File: src/rtl/core/htbd_pkg.sv
// ----------------------------------------------------------------------------
// htbd_pkg
// Shared types, field widths and codes of the Huffman table bit-stream
// decoder: request and result codes, sequencer states, table entry layout.
// ----------------------------------------------------------------------------
package htbd_pkg;

   // default sizes of the code table and of the longest code
   localparam int TABLE_ENTRIES_DEF = 129;
   localparam int MAX_CODE_BITS_DEF = 16;

   // fixed field widths
   localparam int INDEX_W = 8;
   localparam int LEN_W   = 5;
   localparam int BITS_W  = 16;
   localparam int BYTE_W  = 8;
   localparam int LEFT_W  = $clog2(BYTE_W);
   localparam int SYM_W   = 7;
   localparam int KIND_W  = 2;
   localparam int REQ_W   = 2;

   // request codes
   localparam logic [REQ_W-1:0] REQ_LOAD  = 2'd0;
   localparam logic [REQ_W-1:0] REQ_BYTE  = 2'd1;
   localparam logic [REQ_W-1:0] REQ_START = 2'd2;

   // result kinds
   localparam logic [KIND_W-1:0] KIND_SYMBOL = 2'd0;
   localparam logic [KIND_W-1:0] KIND_END    = 2'd1;
   localparam logic [KIND_W-1:0] KIND_ERROR  = 2'd2;

   // sequencer states
   typedef enum logic [2:0] {
      ST_IDLE,
      ST_SCAN,
      ST_DRAIN,
      ST_DECIDE,
      ST_OUT,
      ST_NEXT
   } state_type;

   // one stored table entry
   typedef struct packed {
      logic [LEN_W-1:0]  len;
      logic [BITS_W-1:0] bits;
   } entry_type;

   // control from the sequencer to the match unit
   typedef struct packed {
      logic clear;
      logic advance;
   } match_ctl_type;

   // accumulated match status for the current stream bit
   typedef struct packed {
      logic hit;
      logic prefix;
   } match_res_type;

endpackage

File: src/rtl/core/htbd_table.sv
// ----------------------------------------------------------------------------
// htbd_table
// Code table storage: one entry memory with registered read and a valid bit
// per entry, so that never-loaded entries read as unused (length zero).
// ----------------------------------------------------------------------------
module htbd_table #(
   parameter int TABLE_ENTRIES = htbd_pkg::TABLE_ENTRIES_DEF
) (
   input  logic                           clock,
   input  logic                           reset,
   input  logic                           wr_en,
   input  logic [$clog2(TABLE_ENTRIES)-1:0] wr_idx,
   input  htbd_pkg::entry_type            wr_entry,
   input  logic                           rd_en,
   input  logic [$clog2(TABLE_ENTRIES)-1:0] rd_idx,
   output logic [htbd_pkg::LEN_W-1:0]     rd_len,
   output logic [htbd_pkg::BITS_W-1:0]    rd_bits
);

   htbd_pkg::entry_type         entry_ram_ff [TABLE_ENTRIES];
   htbd_pkg::entry_type         rd_entry_ff;
   logic [TABLE_ENTRIES-1:0]    vld_ff;
   logic                        rd_vld_ff;

   // entry memory, written by loads, read during the table sweep
   always_ff @(posedge clock) begin
      if (wr_en) begin
         entry_ram_ff[wr_idx] <= wr_entry;
      end
      if (rd_en) begin
         rd_entry_ff <= entry_ram_ff[rd_idx];
      end
   end

   // per-entry valid bits, cleared by reset
   always_ff @(posedge clock) begin
      if (reset) begin
         vld_ff    <= '0;
         rd_vld_ff <= 1'b0;
      end else begin
         if (wr_en) begin
            vld_ff[wr_idx] <= 1'b1;
         end
         if (rd_en) begin
            rd_vld_ff <= vld_ff[rd_idx];
         end
      end
   end

   // an entry never loaded reads as unused
   assign rd_len  = rd_vld_ff ? rd_entry_ff.len : '0;
   assign rd_bits = rd_entry_ff.bits;

endmodule

File: src/rtl/core/htbd_match.sv
// ----------------------------------------------------------------------------
// htbd_match
// Shared compare unit: checks one table entry a cycle against the pending
// code bits and accumulates complete-code hits and longer-code prefixes.
// ----------------------------------------------------------------------------
module htbd_match #(
   parameter int TABLE_ENTRIES = htbd_pkg::TABLE_ENTRIES_DEF,
   parameter int MAX_CODE_BITS = htbd_pkg::MAX_CODE_BITS_DEF
) (
   input  logic                                  clock,
   input  logic                                  reset,
   input  htbd_pkg::match_ctl_type               ctl,
   input  logic [$clog2(TABLE_ENTRIES)-1:0]      ent_idx,
   input  logic [htbd_pkg::LEN_W-1:0]            ent_len,
   input  logic [htbd_pkg::BITS_W-1:0]           ent_bits,
   input  logic [MAX_CODE_BITS-1:0]              pend,
   input  logic [$clog2(MAX_CODE_BITS+1)-1:0]    cnt,
   output htbd_pkg::match_res_type               res,
   output logic [$clog2(TABLE_ENTRIES)-1:0]      hit_idx
);

   localparam int IDX_W = $clog2(TABLE_ENTRIES);
   localparam int CNT_W = $clog2(MAX_CODE_BITS + 1);
   localparam int CMP_W = (htbd_pkg::LEN_W > CNT_W) ? htbd_pkg::LEN_W : CNT_W;
   localparam int SW    = (htbd_pkg::BITS_W > MAX_CODE_BITS) ? htbd_pkg::BITS_W
                                                             : MAX_CODE_BITS;

   logic [CMP_W-1:0] len_e;
   logic [CMP_W-1:0] cnt_e;
   logic [CMP_W-1:0] shamt;
   logic [SW-1:0]    shifted;
   logic [SW-1:0]    mask;
   logic             live;
   logic             reach;
   logic             exact;
   logic             match;
   logic             hit_ff;
   logic             prefix_ff;
   logic [IDX_W-1:0] hit_idx_ff;

   // leading bits of the entry code against the pending bits
   always_comb begin
      len_e   = CMP_W'(ent_len);
      cnt_e   = CMP_W'(cnt);
      live    = (len_e != '0) && (len_e <= CMP_W'(MAX_CODE_BITS));
      reach   = (len_e >= cnt_e);
      exact   = (len_e == cnt_e);
      shamt   = len_e - cnt_e;
      shifted = SW'(ent_bits) >> shamt;
      for (int k = 0; k < SW; k++) begin
         mask[k] = (CMP_W'(k) < cnt_e);
      end
      match = live && reach && ((shifted & mask) == SW'(pend));
   end

   // hit and prefix flags for the bit in progress
   always_ff @(posedge clock) begin
      if (reset) begin
         hit_ff    <= 1'b0;
         prefix_ff <= 1'b0;
      end else if (ctl.clear) begin
         hit_ff    <= 1'b0;
         prefix_ff <= 1'b0;
      end else if (ctl.advance && match) begin
         if (exact) begin
            hit_ff <= 1'b1;
         end else begin
            prefix_ff <= 1'b1;
         end
      end
   end

   // the sweep runs upward, so the highest matching index stays
   always_ff @(posedge clock) begin
      if (ctl.advance && match && exact) begin
         hit_idx_ff <= ent_idx;
      end
   end

   assign res.hit    = hit_ff;
   assign res.prefix = prefix_ff;
   assign hit_idx    = hit_idx_ff;

endmodule

File: src/rtl/core/huffman_table_bitstream_decoder.sv
// ----------------------------------------------------------------------------
// huffman_table_bitstream_decoder
// Huffman decoder against a loadable code table, with the bit sequencer.
// ----------------------------------------------------------------------------
// Loads and new-stream requests are handled in idle. A code byte is decoded
// one bit at a time: for each bit a single compare unit sweeps the whole
// code table memory, one entry per cycle. Results of a byte leave one behind
// the decoding so the last one can carry last_of_run. req_stall is high while
// the sequencer is not idle: from a byte transfer until it returns to idle
// after the byte's final result is taken.
// ----------------------------------------------------------------------------
module huffman_table_bitstream_decoder #(
   parameter int TABLE_ENTRIES = htbd_pkg::TABLE_ENTRIES_DEF,
   parameter int MAX_CODE_BITS = htbd_pkg::MAX_CODE_BITS_DEF
) (
   input  logic                           clock,
   input  logic                           reset,
   input  logic                           req_valid,
   output logic                           req_stall,
   input  logic [htbd_pkg::REQ_W-1:0]     req_type,
   input  logic [htbd_pkg::INDEX_W-1:0]   req_entry_index,
   input  logic [htbd_pkg::LEN_W-1:0]     req_entry_length,
   input  logic [htbd_pkg::BITS_W-1:0]    req_entry_bits,
   input  logic [htbd_pkg::BYTE_W-1:0]    req_code_byte,
   output logic                           rsp_valid,
   input  logic                           rsp_stall,
   output logic [htbd_pkg::SYM_W-1:0]     rsp_out_symbol,
   output logic [htbd_pkg::KIND_W-1:0]    rsp_result_kind,
   output logic                           rsp_last_of_run
);

   localparam int IDX_W  = $clog2(TABLE_ENTRIES);
   localparam int CNT_W  = $clog2(MAX_CODE_BITS + 1);
   localparam int IDXP_W = htbd_pkg::INDEX_W + 1;
   localparam logic [IDX_W-1:0] LAST_IDX = IDX_W'(TABLE_ENTRIES - 1);

   htbd_pkg::state_type                 state_ff, state_in;
   logic [IDX_W-1:0]                    scan_ff, scan_in;
   logic                                adv_ff, adv_in;
   logic [IDX_W-1:0]                    adv_idx_ff, adv_idx_in;
   logic [htbd_pkg::BYTE_W-1:0]         byte_ff, byte_in;
   logic [htbd_pkg::LEFT_W-1:0]         left_ff, left_in;
   logic [MAX_CODE_BITS-1:0]            pend_ff, pend_in;
   logic [CNT_W-1:0]                    cnt_ff, cnt_in;
   logic                                halted_ff, halted_in;
   logic                                fin_ff, fin_in;
   logic                                held_vld_ff, held_vld_in;
   logic [htbd_pkg::KIND_W-1:0]         held_kind_ff, held_kind_in;
   logic [htbd_pkg::SYM_W-1:0]          held_sym_ff, held_sym_in;
   logic [htbd_pkg::KIND_W-1:0]         rsp_kind_ff, rsp_kind_in;
   logic [htbd_pkg::SYM_W-1:0]          rsp_sym_ff, rsp_sym_in;
   logic                                rsp_last_ff, rsp_last_in;

   logic                                req_accept;
   logic                                idx_ok;
   logic                                tbl_wr_en;
   logic                                tbl_rd_en;
   htbd_pkg::entry_type                 tbl_wr_entry;
   logic [htbd_pkg::LEN_W-1:0]          tbl_rd_len;
   logic [htbd_pkg::BITS_W-1:0]         tbl_rd_bits;
   htbd_pkg::match_ctl_type             mctl;
   htbd_pkg::match_res_type             mres;
   logic [IDX_W-1:0]                    hit_idx;
   logic                                new_res;
   logic                                halting;
   logic [htbd_pkg::KIND_W-1:0]         new_kind;
   logic [htbd_pkg::SYM_W-1:0]          new_sym;

   // code table storage
   htbd_table #(
      .TABLE_ENTRIES (TABLE_ENTRIES)
   ) u_table (
      .clock    (clock),
      .reset    (reset),
      .wr_en    (tbl_wr_en),
      .wr_idx   (IDX_W'(req_entry_index)),
      .wr_entry (tbl_wr_entry),
      .rd_en    (tbl_rd_en),
      .rd_idx   (scan_ff),
      .rd_len   (tbl_rd_len),
      .rd_bits  (tbl_rd_bits)
   );

   // shared compare unit
   htbd_match #(
      .TABLE_ENTRIES (TABLE_ENTRIES),
      .MAX_CODE_BITS (MAX_CODE_BITS)
   ) u_match (
      .clock    (clock),
      .reset    (reset),
      .ctl      (mctl),
      .ent_idx  (adv_idx_ff),
      .ent_len  (tbl_rd_len),
      .ent_bits (tbl_rd_bits),
      .pend     (pend_ff),
      .cnt      (cnt_ff),
      .res      (mres),
      .hit_idx  (hit_idx)
   );

   // handshake and load data
   assign req_stall         = (state_ff != htbd_pkg::ST_IDLE);
   assign req_accept        = req_valid && !req_stall;
   assign idx_ok            = ({1'b0, req_entry_index} < IDXP_W'(TABLE_ENTRIES));
   assign tbl_wr_entry.len  = req_entry_length;
   assign tbl_wr_entry.bits = req_entry_bits;
   assign rsp_valid         = (state_ff == htbd_pkg::ST_OUT);
   assign rsp_out_symbol    = rsp_sym_ff;
   assign rsp_result_kind   = rsp_kind_ff;
   assign rsp_last_of_run   = rsp_last_ff;

   // sequencer: next state and datapath control
   always_comb begin
      state_in     = state_ff;
      scan_in      = scan_ff;
      adv_in       = 1'b0;
      adv_idx_in   = adv_idx_ff;
      byte_in      = byte_ff;
      left_in      = left_ff;
      pend_in      = pend_ff;
      cnt_in       = cnt_ff;
      halted_in    = halted_ff;
      fin_in       = fin_ff;
      held_vld_in  = held_vld_ff;
      held_kind_in = held_kind_ff;
      held_sym_in  = held_sym_ff;
      rsp_kind_in  = rsp_kind_ff;
      rsp_sym_in   = rsp_sym_ff;
      rsp_last_in  = rsp_last_ff;
      tbl_wr_en    = 1'b0;
      tbl_rd_en    = 1'b0;
      mctl.clear   = 1'b0;
      mctl.advance = adv_ff;
      new_res      = 1'b0;
      halting      = 1'b0;
      new_kind     = htbd_pkg::KIND_SYMBOL;
      new_sym      = '0;

      case (state_ff)
         htbd_pkg::ST_IDLE: begin
            if (req_accept) begin
               case (req_type)
                  htbd_pkg::REQ_LOAD: begin
                     tbl_wr_en = idx_ok;
                  end
                  htbd_pkg::REQ_START: begin
                     pend_in   = '0;
                     cnt_in    = '0;
                     halted_in = 1'b0;
                  end
                  htbd_pkg::REQ_BYTE: begin
                     if (!halted_ff) begin
                        pend_in    = MAX_CODE_BITS'({pend_ff, req_code_byte[htbd_pkg::BYTE_W-1]});
                        cnt_in     = CNT_W'(cnt_ff + 1'b1);
                        byte_in    = req_code_byte << 1;
                        left_in    = htbd_pkg::LEFT_W'(htbd_pkg::BYTE_W - 1);
                        mctl.clear = 1'b1;
                        scan_in    = '0;
                        state_in   = htbd_pkg::ST_SCAN;
                     end
                  end
                  default: begin
                  end
               endcase
            end
         end

         // sweep the table, one entry read per cycle
         htbd_pkg::ST_SCAN: begin
            tbl_rd_en  = 1'b1;
            adv_in     = 1'b1;
            adv_idx_in = scan_ff;
            if (scan_ff == LAST_IDX) begin
               state_in = htbd_pkg::ST_DRAIN;
            end else begin
               scan_in = scan_ff + 1'b1;
            end
         end

         // last entry leaves the read register
         htbd_pkg::ST_DRAIN: begin
            state_in = htbd_pkg::ST_DECIDE;
         end

         // resolve the bit: symbol, end, error or keep gathering
         htbd_pkg::ST_DECIDE: begin
            if (mres.hit) begin
               pend_in = '0;
               cnt_in  = '0;
               new_res = 1'b1;
               if (hit_idx == LAST_IDX) begin
                  new_kind  = htbd_pkg::KIND_END;
                  halting   = 1'b1;
               end else begin
                  new_kind = htbd_pkg::KIND_SYMBOL;
                  new_sym  = htbd_pkg::SYM_W'(hit_idx);
               end
            end else if (!mres.prefix) begin
               pend_in  = '0;
               cnt_in   = '0;
               new_res  = 1'b1;
               new_kind = htbd_pkg::KIND_ERROR;
               halting  = 1'b1;
            end
            if (halting) begin
               halted_in = 1'b1;
            end
            fin_in   = halting || (left_ff == '0);
            state_in = htbd_pkg::ST_NEXT;
            if (new_res) begin
               held_vld_in  = 1'b1;
               held_kind_in = new_kind;
               held_sym_in  = new_sym;
               if (held_vld_ff) begin
                  rsp_kind_in = held_kind_ff;
                  rsp_sym_in  = held_sym_ff;
                  rsp_last_in = 1'b0;
                  state_in    = htbd_pkg::ST_OUT;
               end
            end
         end

         // result waits for its transfer
         htbd_pkg::ST_OUT: begin
            if (!rsp_stall) begin
               state_in = htbd_pkg::ST_NEXT;
            end
         end

         // flush the held result at byte end, or start the next bit
         htbd_pkg::ST_NEXT: begin
            if (fin_ff) begin
               if (held_vld_ff) begin
                  rsp_kind_in = held_kind_ff;
                  rsp_sym_in  = held_sym_ff;
                  rsp_last_in = 1'b1;
                  held_vld_in = 1'b0;
                  state_in    = htbd_pkg::ST_OUT;
               end else begin
                  state_in = htbd_pkg::ST_IDLE;
               end
            end else begin
               pend_in    = MAX_CODE_BITS'({pend_ff, byte_ff[htbd_pkg::BYTE_W-1]});
               cnt_in     = CNT_W'(cnt_ff + 1'b1);
               byte_in    = byte_ff << 1;
               left_in    = left_ff - 1'b1;
               mctl.clear = 1'b1;
               scan_in    = '0;
               state_in   = htbd_pkg::ST_SCAN;
            end
         end

         default: begin
            state_in = htbd_pkg::ST_IDLE;
         end
      endcase
   end

   // control and stream state registers
   always_ff @(posedge clock) begin
      if (reset) begin
         state_ff    <= htbd_pkg::ST_IDLE;
         scan_ff     <= '0;
         adv_ff      <= 1'b0;
         left_ff     <= '0;
         pend_ff     <= '0;
         cnt_ff      <= '0;
         halted_ff   <= 1'b0;
         fin_ff      <= 1'b0;
         held_vld_ff <= 1'b0;
      end else begin
         state_ff    <= state_in;
         scan_ff     <= scan_in;
         adv_ff      <= adv_in;
         left_ff     <= left_in;
         pend_ff     <= pend_in;
         cnt_ff      <= cnt_in;
         halted_ff   <= halted_in;
         fin_ff      <= fin_in;
         held_vld_ff <= held_vld_in;
      end
   end

   // payload registers
   always_ff @(posedge clock) begin
      adv_idx_ff   <= adv_idx_in;
      byte_ff      <= byte_in;
      held_kind_ff <= held_kind_in;
      held_sym_ff  <= held_sym_in;
      rsp_kind_ff  <= rsp_kind_in;
      rsp_sym_ff   <= rsp_sym_in;
      rsp_last_ff  <= rsp_last_in;
   end

endmodule
File: config.mk
export PLATFORM = sky130hd
export DESIGN_NAME = huffman_table_bitstream_decoder
export DESIGN_NICKNAME = d
export VERILOG_FILES = /design/src/rtl/core/htbd_pkg.sv /design/src/rtl/core/htbd_table.sv /design/src/rtl/core/htbd_match.sv /design/src/rtl/core/huffman_table_bitstream_decoder.sv
export SDC_FILE = /design/constraint.sdc
export NUM_CORES = 2
export LEC_CHECK = 0
export BUFFER_PORTS_ARGS = -buffer_cell sky130_fd_sc_hd__clkbuf_2
export CORE_ASPECT_RATIO = 1.1
export CORE_MARGIN = 2
export CORE_UTILIZATION = 45
export CTS_CLUSTER_SIZE = 14
export DETAILED_ROUTE_END_ITERATION = 10
export PLACE_DENSITY = 0.58
export SYNTH_ARGS = -nofsm -noshare
export SYNTH_HDL_FRONTEND = slang
export SYNTH_SLANG_ARGS = --single-unit
File: constraint.sdc
create_clock -name clock -period 4.3 [get_ports clock]
set_input_delay 0.86 -clock clock [delete_from_list [all_inputs] [get_ports clock]]
set_output_delay 0.86 -clock clock [all_outputs]
set_load 0.005 [all_outputs]
* Yosys cells after proc, flatten, opt, wreduce, memory -nomap -nowiden
Memory sizes are Yosys's and may differ from the RTL's. A register that Yosys moved wholly into a read port is not among the register bits. Index checks and enable logic that the tools add are counted.
Storage, ports and cells: register bits after elaboration 214, memory bits (writable) 2709, input bits 43, output and inout port bits 12, logic and storage cells 196, memories kept 1
Operators by class: add/sub/neg operators 4, magnitude comparators 22, equal/unequal tests 27, shift-type cells 1, multiplexer cells 85, bitwise gates (word level) 4, reductions and logical operators 31
Memories:
- u_table.entry_ram_ff | words 129, width 21, rd ports 1, clocked after Yosys merged registers in 1, wr ports 1, RTL line htbd_table.sv:20 | htbd_pkg::entry_type entry_ram_ff [TABLE_ENTRIES];
Operators with widths (count):
- $or 129x129->129 | 1
- $mux 16 | 5
- $mux 8 | 9
- $pmux 16 s3 | 1
- $lt 4x5->1 const A | 8
- $mux 3 | 11
- $pmux 16 s2 | 1
- $mux 1 | 30
- $mux 5 | 6
- $pmux 8 s3 | 1
- $ne 2x2->1 const B | 11
- $mux 7 | 3
- $lt 3x5->1 const A | 4
- $lt 8x9->1 const B | 2
- $pmux 3 s6 | 1
- $and 16x16->16 | 1
- $eq 16x16->1 | 1
- $eq 8x8->1 const B | 2
- $pmux 8 s2 | 1
- $shr 16x5->16 | 1
- $pmux 5 s3 | 1
- $reduce_and 5->1 | 3
- $pmux 7 s2 | 1
- $reduce_and 6->1 | 2
- other kinds (40) | 67

* Depth between registers and ports, before layout
word-level depth 8, mapped depth 14

* Hierarchy
From an unflattened synthesis, not the netlist that was laid out.
Unflattened totals: cell total of the unflattened synthesis 5687, area total of the unflattened synthesis 114911.5 um^2
By module, submodules not included:
- htbd_table | times used 1, cells each 5172, area an instance 109846.6 um^2, seq. area each 84581.1 um^2
- huffman_table_bitstream_decoder | times used 1, cells each 312, area an instance 3226.8 um^2, seq. area each 1801.7 um^2
- htbd_match | times used 1, cells each 203, area an instance 1838.0 um^2, seq. area each 280.3 um^2

* Worst setup path after synthesis
No wires, ideal clock.
kind flip-flop to flip-flop, start reg u_table.rd_vld_ff, end reg u_match.hit_idx_ff[0], in the netlist u_match.hit_idx[0], enable pin, setup time 0.306 ns, data arrival time 3.154 ns, data required time 3.994 ns, slack 0.840 ns, cell stages (with the launch flop) 14, path buffers 2, period minus slack after synthesis 3.460 ns, cells stage by stage dfxtp_1 -> nand2_1 -> ha_1 -> fa_1 -> clkbuf_1 -> buf_2 -> mux4_2 -> o211ai_1 -> inv_1 -> o211ai_1 -> a22oi_1 -> a311oi_1 -> nand4_1 -> and4b_4
On the way: longest elaborated chain between the ends 8, elaborated cells on any way between the ends 14
Ends and longest elaborated chain:
- from (decl) | RTL line htbd_table.sv:23 | logic rd_vld_ff;
- from (signal assigned) | RTL line htbd_table.sv:45 | rd_vld_ff <= vld_ff[rd_idx];
- $mux 5 (*) | RTL line htbd_table.sv:51 | assign rd_len = rd_vld_ff ? rd_entry_ff.len : '0;
- $sub 5x5->5 | RTL line htbd_match.sv:48 | shamt = len_e - cnt_e;
- $shr 16x5->16 | RTL line htbd_match.sv:49 | shifted = SW'(ent_bits) >> shamt;
- $and 16x16->16 | RTL line htbd_match.sv:53 | match = live && reach && ((shifted & mask) == SW'(pend));
- $eq 16x16->1 | RTL line htbd_match.sv:53
- $logic_and 1x1->1 | RTL line htbd_match.sv:53
- $logic_and 1x1->1 | RTL line htbd_match.sv:75 | if (ctl.advance && match && exact) begin
- $logic_and 1x1->1 (*) | RTL line htbd_match.sv:75
- to (signal assigned) | RTL line htbd_match.sv:76 | hit_idx_ff <= ent_idx;
- to (decl) | RTL line htbd_match.sv:39 | logic [IDX_W-1:0] hit_idx_ff;
Every way passes the cells marked *; elsewhere a longest branch is shown, timed or not. A chain may end at the register's enable or synchronous reset.

* Final worst setup path
start reg cnt_ff[0], end reg u_match.hit_idx_ff[3], in the netlist u_match.hit_idx[3], enable pin
On the way: longest elaborated chain between the ends 7, elaborated cells on any way between the ends 26
Ends and longest elaborated chain:
- from (decl) | RTL line huffman_table_bitstream_decoder.sv:44 | logic [CNT_W-1:0] cnt_ff, cnt_in;
- from (signal assigned) | RTL line huffman_table_bitstream_decoder.sv:277 | cnt_ff <= cnt_in;
- $sub 5x5->5 | RTL line htbd_match.sv:48
- $shr 16x5->16 | RTL line htbd_match.sv:49
- $and 16x16->16 | RTL line htbd_match.sv:53
- $eq 16x16->1 | RTL line htbd_match.sv:53
- $logic_and 1x1->1 | RTL line htbd_match.sv:53
- $logic_and 1x1->1 | RTL line htbd_match.sv:75
- $logic_and 1x1->1 (*) | RTL line htbd_match.sv:75
Marked as above.

==> metrics.md <==
| Metric | Value |
|---|---|
| Shortest clock period the worst path allows after layout | 3.91 ns |
| Sink Count | 2943 |
| Overall die width | 482 microns |
| Routability-driven placement congestion ratio | 0.876 |
| Vias in the first global route | 54300 |
| HPWL Detailed | 169 mm |
| Number of flip-flops and latches in the synthesized netlist | 2943 |
| Most frequent standard cell in the layout excluding fill and tap cells | edfxtp_1 |
| Main synth FF type | edfxtp_1 |
| Number of design rule violations left after detail routing | 0 |
| Antenna violations before repair | 30 |
| Type of the most critical hold path | input port to flip-flop |
| Number of violations of the max-capacitance limit | 0 |
| Post-CTS setup-driven buffer insertion count | 0 |
| Pwr/cell area | 471 mW/mm^2 |
| Cell internal pwr | 48200 uW |
| Ys async rst share | 0% |
| Per-instance average area after synthesis | 22.7 sq um |
| Switching power | 12900 uW |
| CP Capture Type | flip-flop |
| Proportion of power drawn by flip-flops and latches | 51.4% |
| Worst hold slack | 0.274 ns |
| Count of antenna-violating nets left after detailed routing | 0 |
| Overall Power | 61100 uW |
| Result of the run | finished, final reports clean |
| Setup violators final | 0 |
| Distinct cell type count of the synthesized netlist | 69 |
| Kind of critical path | flip-flop to flip-flop |
| Count of final max-slew check failures | 0 |
| Part of the cycle the worst path needs | 91.0% |
| Number of flops mapped to enable cells by yosys | 2772 |
| H-tree level count | 5 |
| Fmax | 256 MHz |
| Net switching share of the total power | 21.2% |
| Starting DRC count in detailed routing | 6417 |
| Worst setup slack after layout | 0.389 ns |
| Measured slew at the worst slew-check pin | 1.21 ns |
| CTS resizes | 0 |
| Area of the die | 0.256 sq mm |
| Pin count of the biggest net entering global routing | 130 |
| Post-route cell area | 0.130 sq mm |
| Area growth from synthesis to layout | 14.6% |
| Vias/cell | 6.01 |
| First-pass GRT wire length | 414 mm |
| Max FO, Critical Path | 18 |
| Crit path required time | 4.84 ns |
| Register clock-pin slew on the reported worst setup and hold paths | 0.06 ns |
| Leakage power summed over all cells | 0.0398 uW |
| Proportion of synthesized chip area in sequential cells | 76.5% |
| Synth Cell Area | 0.113 sq mm |
| Total negative setup slack | 0 ns |
| Inserted Clock Buffers | 299 |
| Worst-Skew Late Latency | 0.86 ns |
| Global Route Usage Sum | 23.0% |
| Number of port buffers | 54 |
| Worst VDD drop | 0.312 mV |
| Core box area | 0.251 sq mm |
| Max clock buf depth | 4 |
| Vias | 53700 |
| Synth Warn # | 0 |
| CTS tree | built |
| Starting Density | 45.1% |
| Routed wire per std cell | 32.8 microns |
| Drt first pass iters | 5 |
| Worst slack at placement | 0.492 ns |
| CTS Hold Buffers Added | 0 |
| Die Y-Extent | 530 microns |
| Top-level port count | 55 |
| Cell area after placement | 0.120 sq mm |
| Drt total wl | 293 mm |
| Portion of total power attributed to combinational logic | 6.4% |
| Number of standard cells after synthesis | 4984 |
| Fraction of layout cells with a size suffix above 1 | 33.6% |
| Number of standard-cell rows in the floorplan | 193 |
| RSZ-0062 raised after global routing | no |
| Total global routing overflow | 0 |
| Clk root buf | clkbuf_16 |
| Leading cell types in the layout, fill and taps excluded | 2772 x edfxtp_1, 930 x mux4_2, 309 x clkbuf_16 |
| Net count reported at finish | 5437 |
| Relative slew margins | 18.7% |
| Filler cell count in the final layout | 19300 |
| Endpoint arrival time on the critical path | 4.45 ns |
| Clock Skew | 0.0357 ns |
| Count of endpoints failing hold in the final timing report | 0 |
| Number of nets produced by synthesis | 5038 |
| Clock share of power | 42.2% |
| Category of the worst setup path launch point | flip-flop |
metal layers:
metal | vias up | track usage [%] | part of all wire (%)
li1 | 21800 | - | -
met1 | 29300 | 32.7 | 41
met2 | 2131 | 36.5 | 48
met3 | 448 | 4.29 | 7.5
met4 | 12 | 6.79 | 3.1
met5 | - | 0 | 0.030
through the flow:
step	instances	util [%]
floorplan	4984	-
global placement	8397	47.9
detailed placement	8397	47.9
CTS	8928	51.7
global route	8930	51.7
finish	8937	51.7
cell families after synthesis:
| kind of cell | count (synthesis) | share of synthesized area, % |
|---|---|---|
| AO/OA/AOI/OAI | 136 | 0.849 |
| XOR/XNOR | 21 | 0.186 |
| adder cells (fa/ha/maj) | 11 | 0.128 |
| buffers and inverters | 284 | 1.04 |
| flip-flops | 2943 | 76.5 |
| multiplexers | 995 | 19.1 |
| AND/OR/NAND/NOR | 594 | 2.19 |
power by group through the flow:
stage	clock network (uW)	registers [uW]	logic (uW)
global route	27300	31400	4130
detailed placement	0	32000	3960
global placement	0	32000	3920
floorplan	0	32000	2370
finish	25800	31400	3890
CTS	26300	31400	3960
final cells by class:
cell class              instances  area, sq um  area share (%)
multi-input cells            1757        25800            19.8
clock buffers                 394         8270            6.37
well taps                    3315         4150            3.20
inverters                      23         86.3          0.0665
flip-flops and latches       2943        86700            66.8
clock inverters               137         1390            1.07
repair buffers                359         3440            2.65
diodes                          9         22.5          0.0173
final timing paths:
path	to	from	cells after the start	slack [ns]
worst max-delay path	u_match.hit_idx[3]$_DFFE_PP_	cnt_ff[0]$_SDFFE_PP0P_	10	0.39
worst min-delay path	byte_ff[5]$_DFFE_PP_	req_code_byte[4]	3	0.27
worst max register to register	u_match.hit_idx[3]$_DFFE_PP_	cnt_ff[0]$_SDFFE_PP0P_	10	0.39
worst min register to register	u_match.hit_idx[5]$_DFFE_PP_	adv_idx_ff[5]$_DFFE_PP_	0	0.42
registers in the layout (all words and copies together) (netlist names), 3 cells and up:
name	cells
state_ff	3
held_sym_ff	7
cnt_ff	5
u_table.entry_ram_ff	2709
u_table.rd_bits	16
adv_idx_ff	8
u_table.rd_entry_ff	5
scan_ff	8
pend_ff	16
u_table.vld_ff	129
u_match.hit_idx	8
rsp_out_symbol	7
byte_ff	7
left_ff	3
worst max-delay path, stage by stage (launching register included):
cell	delay (ns)
dfxtp_1	0.43
ha_1	0.84
buf_4	0.33
mux2i_1	0.11
mux2i_1	0.21
nand2_1	0.08
and3_1	0.19
a2111oi_0	0.59
xnor2_1	0.20
nand4_1	0.13
and4b_4	0.48
synth_stat cells, types with 10 or more instances:
| cell type | count | area share (%) |
|---|---|---|
| clkbuf_1 | 155 | 0.51 |
| o21ai_0 | 34 | 0.15 |
| and2_1 | 14 | 0.077 |
| nor2b_1 | 11 | 0.061 |
| nand4_1 | 10 | 0.055 |
| nand2_1 | 93 | 0.31 |
| mux4_2 | 930 | 18 |
| inv_1 | 20 | 0.066 |
| a21oi_1 | 26 | 0.11 |
| ha_1 | 10 | 0.11 |
| o21ba_2 | 22 | 0.19 |
| xnor2_1 | 13 | 0.10 |
| edfxtp_1 | 2772 | 74 |
| buf_2 | 72 | 0.32 |
| buf_1 | 29 | 0.096 |
| nor2_1 | 402 | 1.3 |
| mux2i_1 | 63 | 0.56 |
| nand3_1 | 16 | 0.071 |
| dfxtp_1 | 171 | 3.0 |
(Power assumes the default switching activity.)
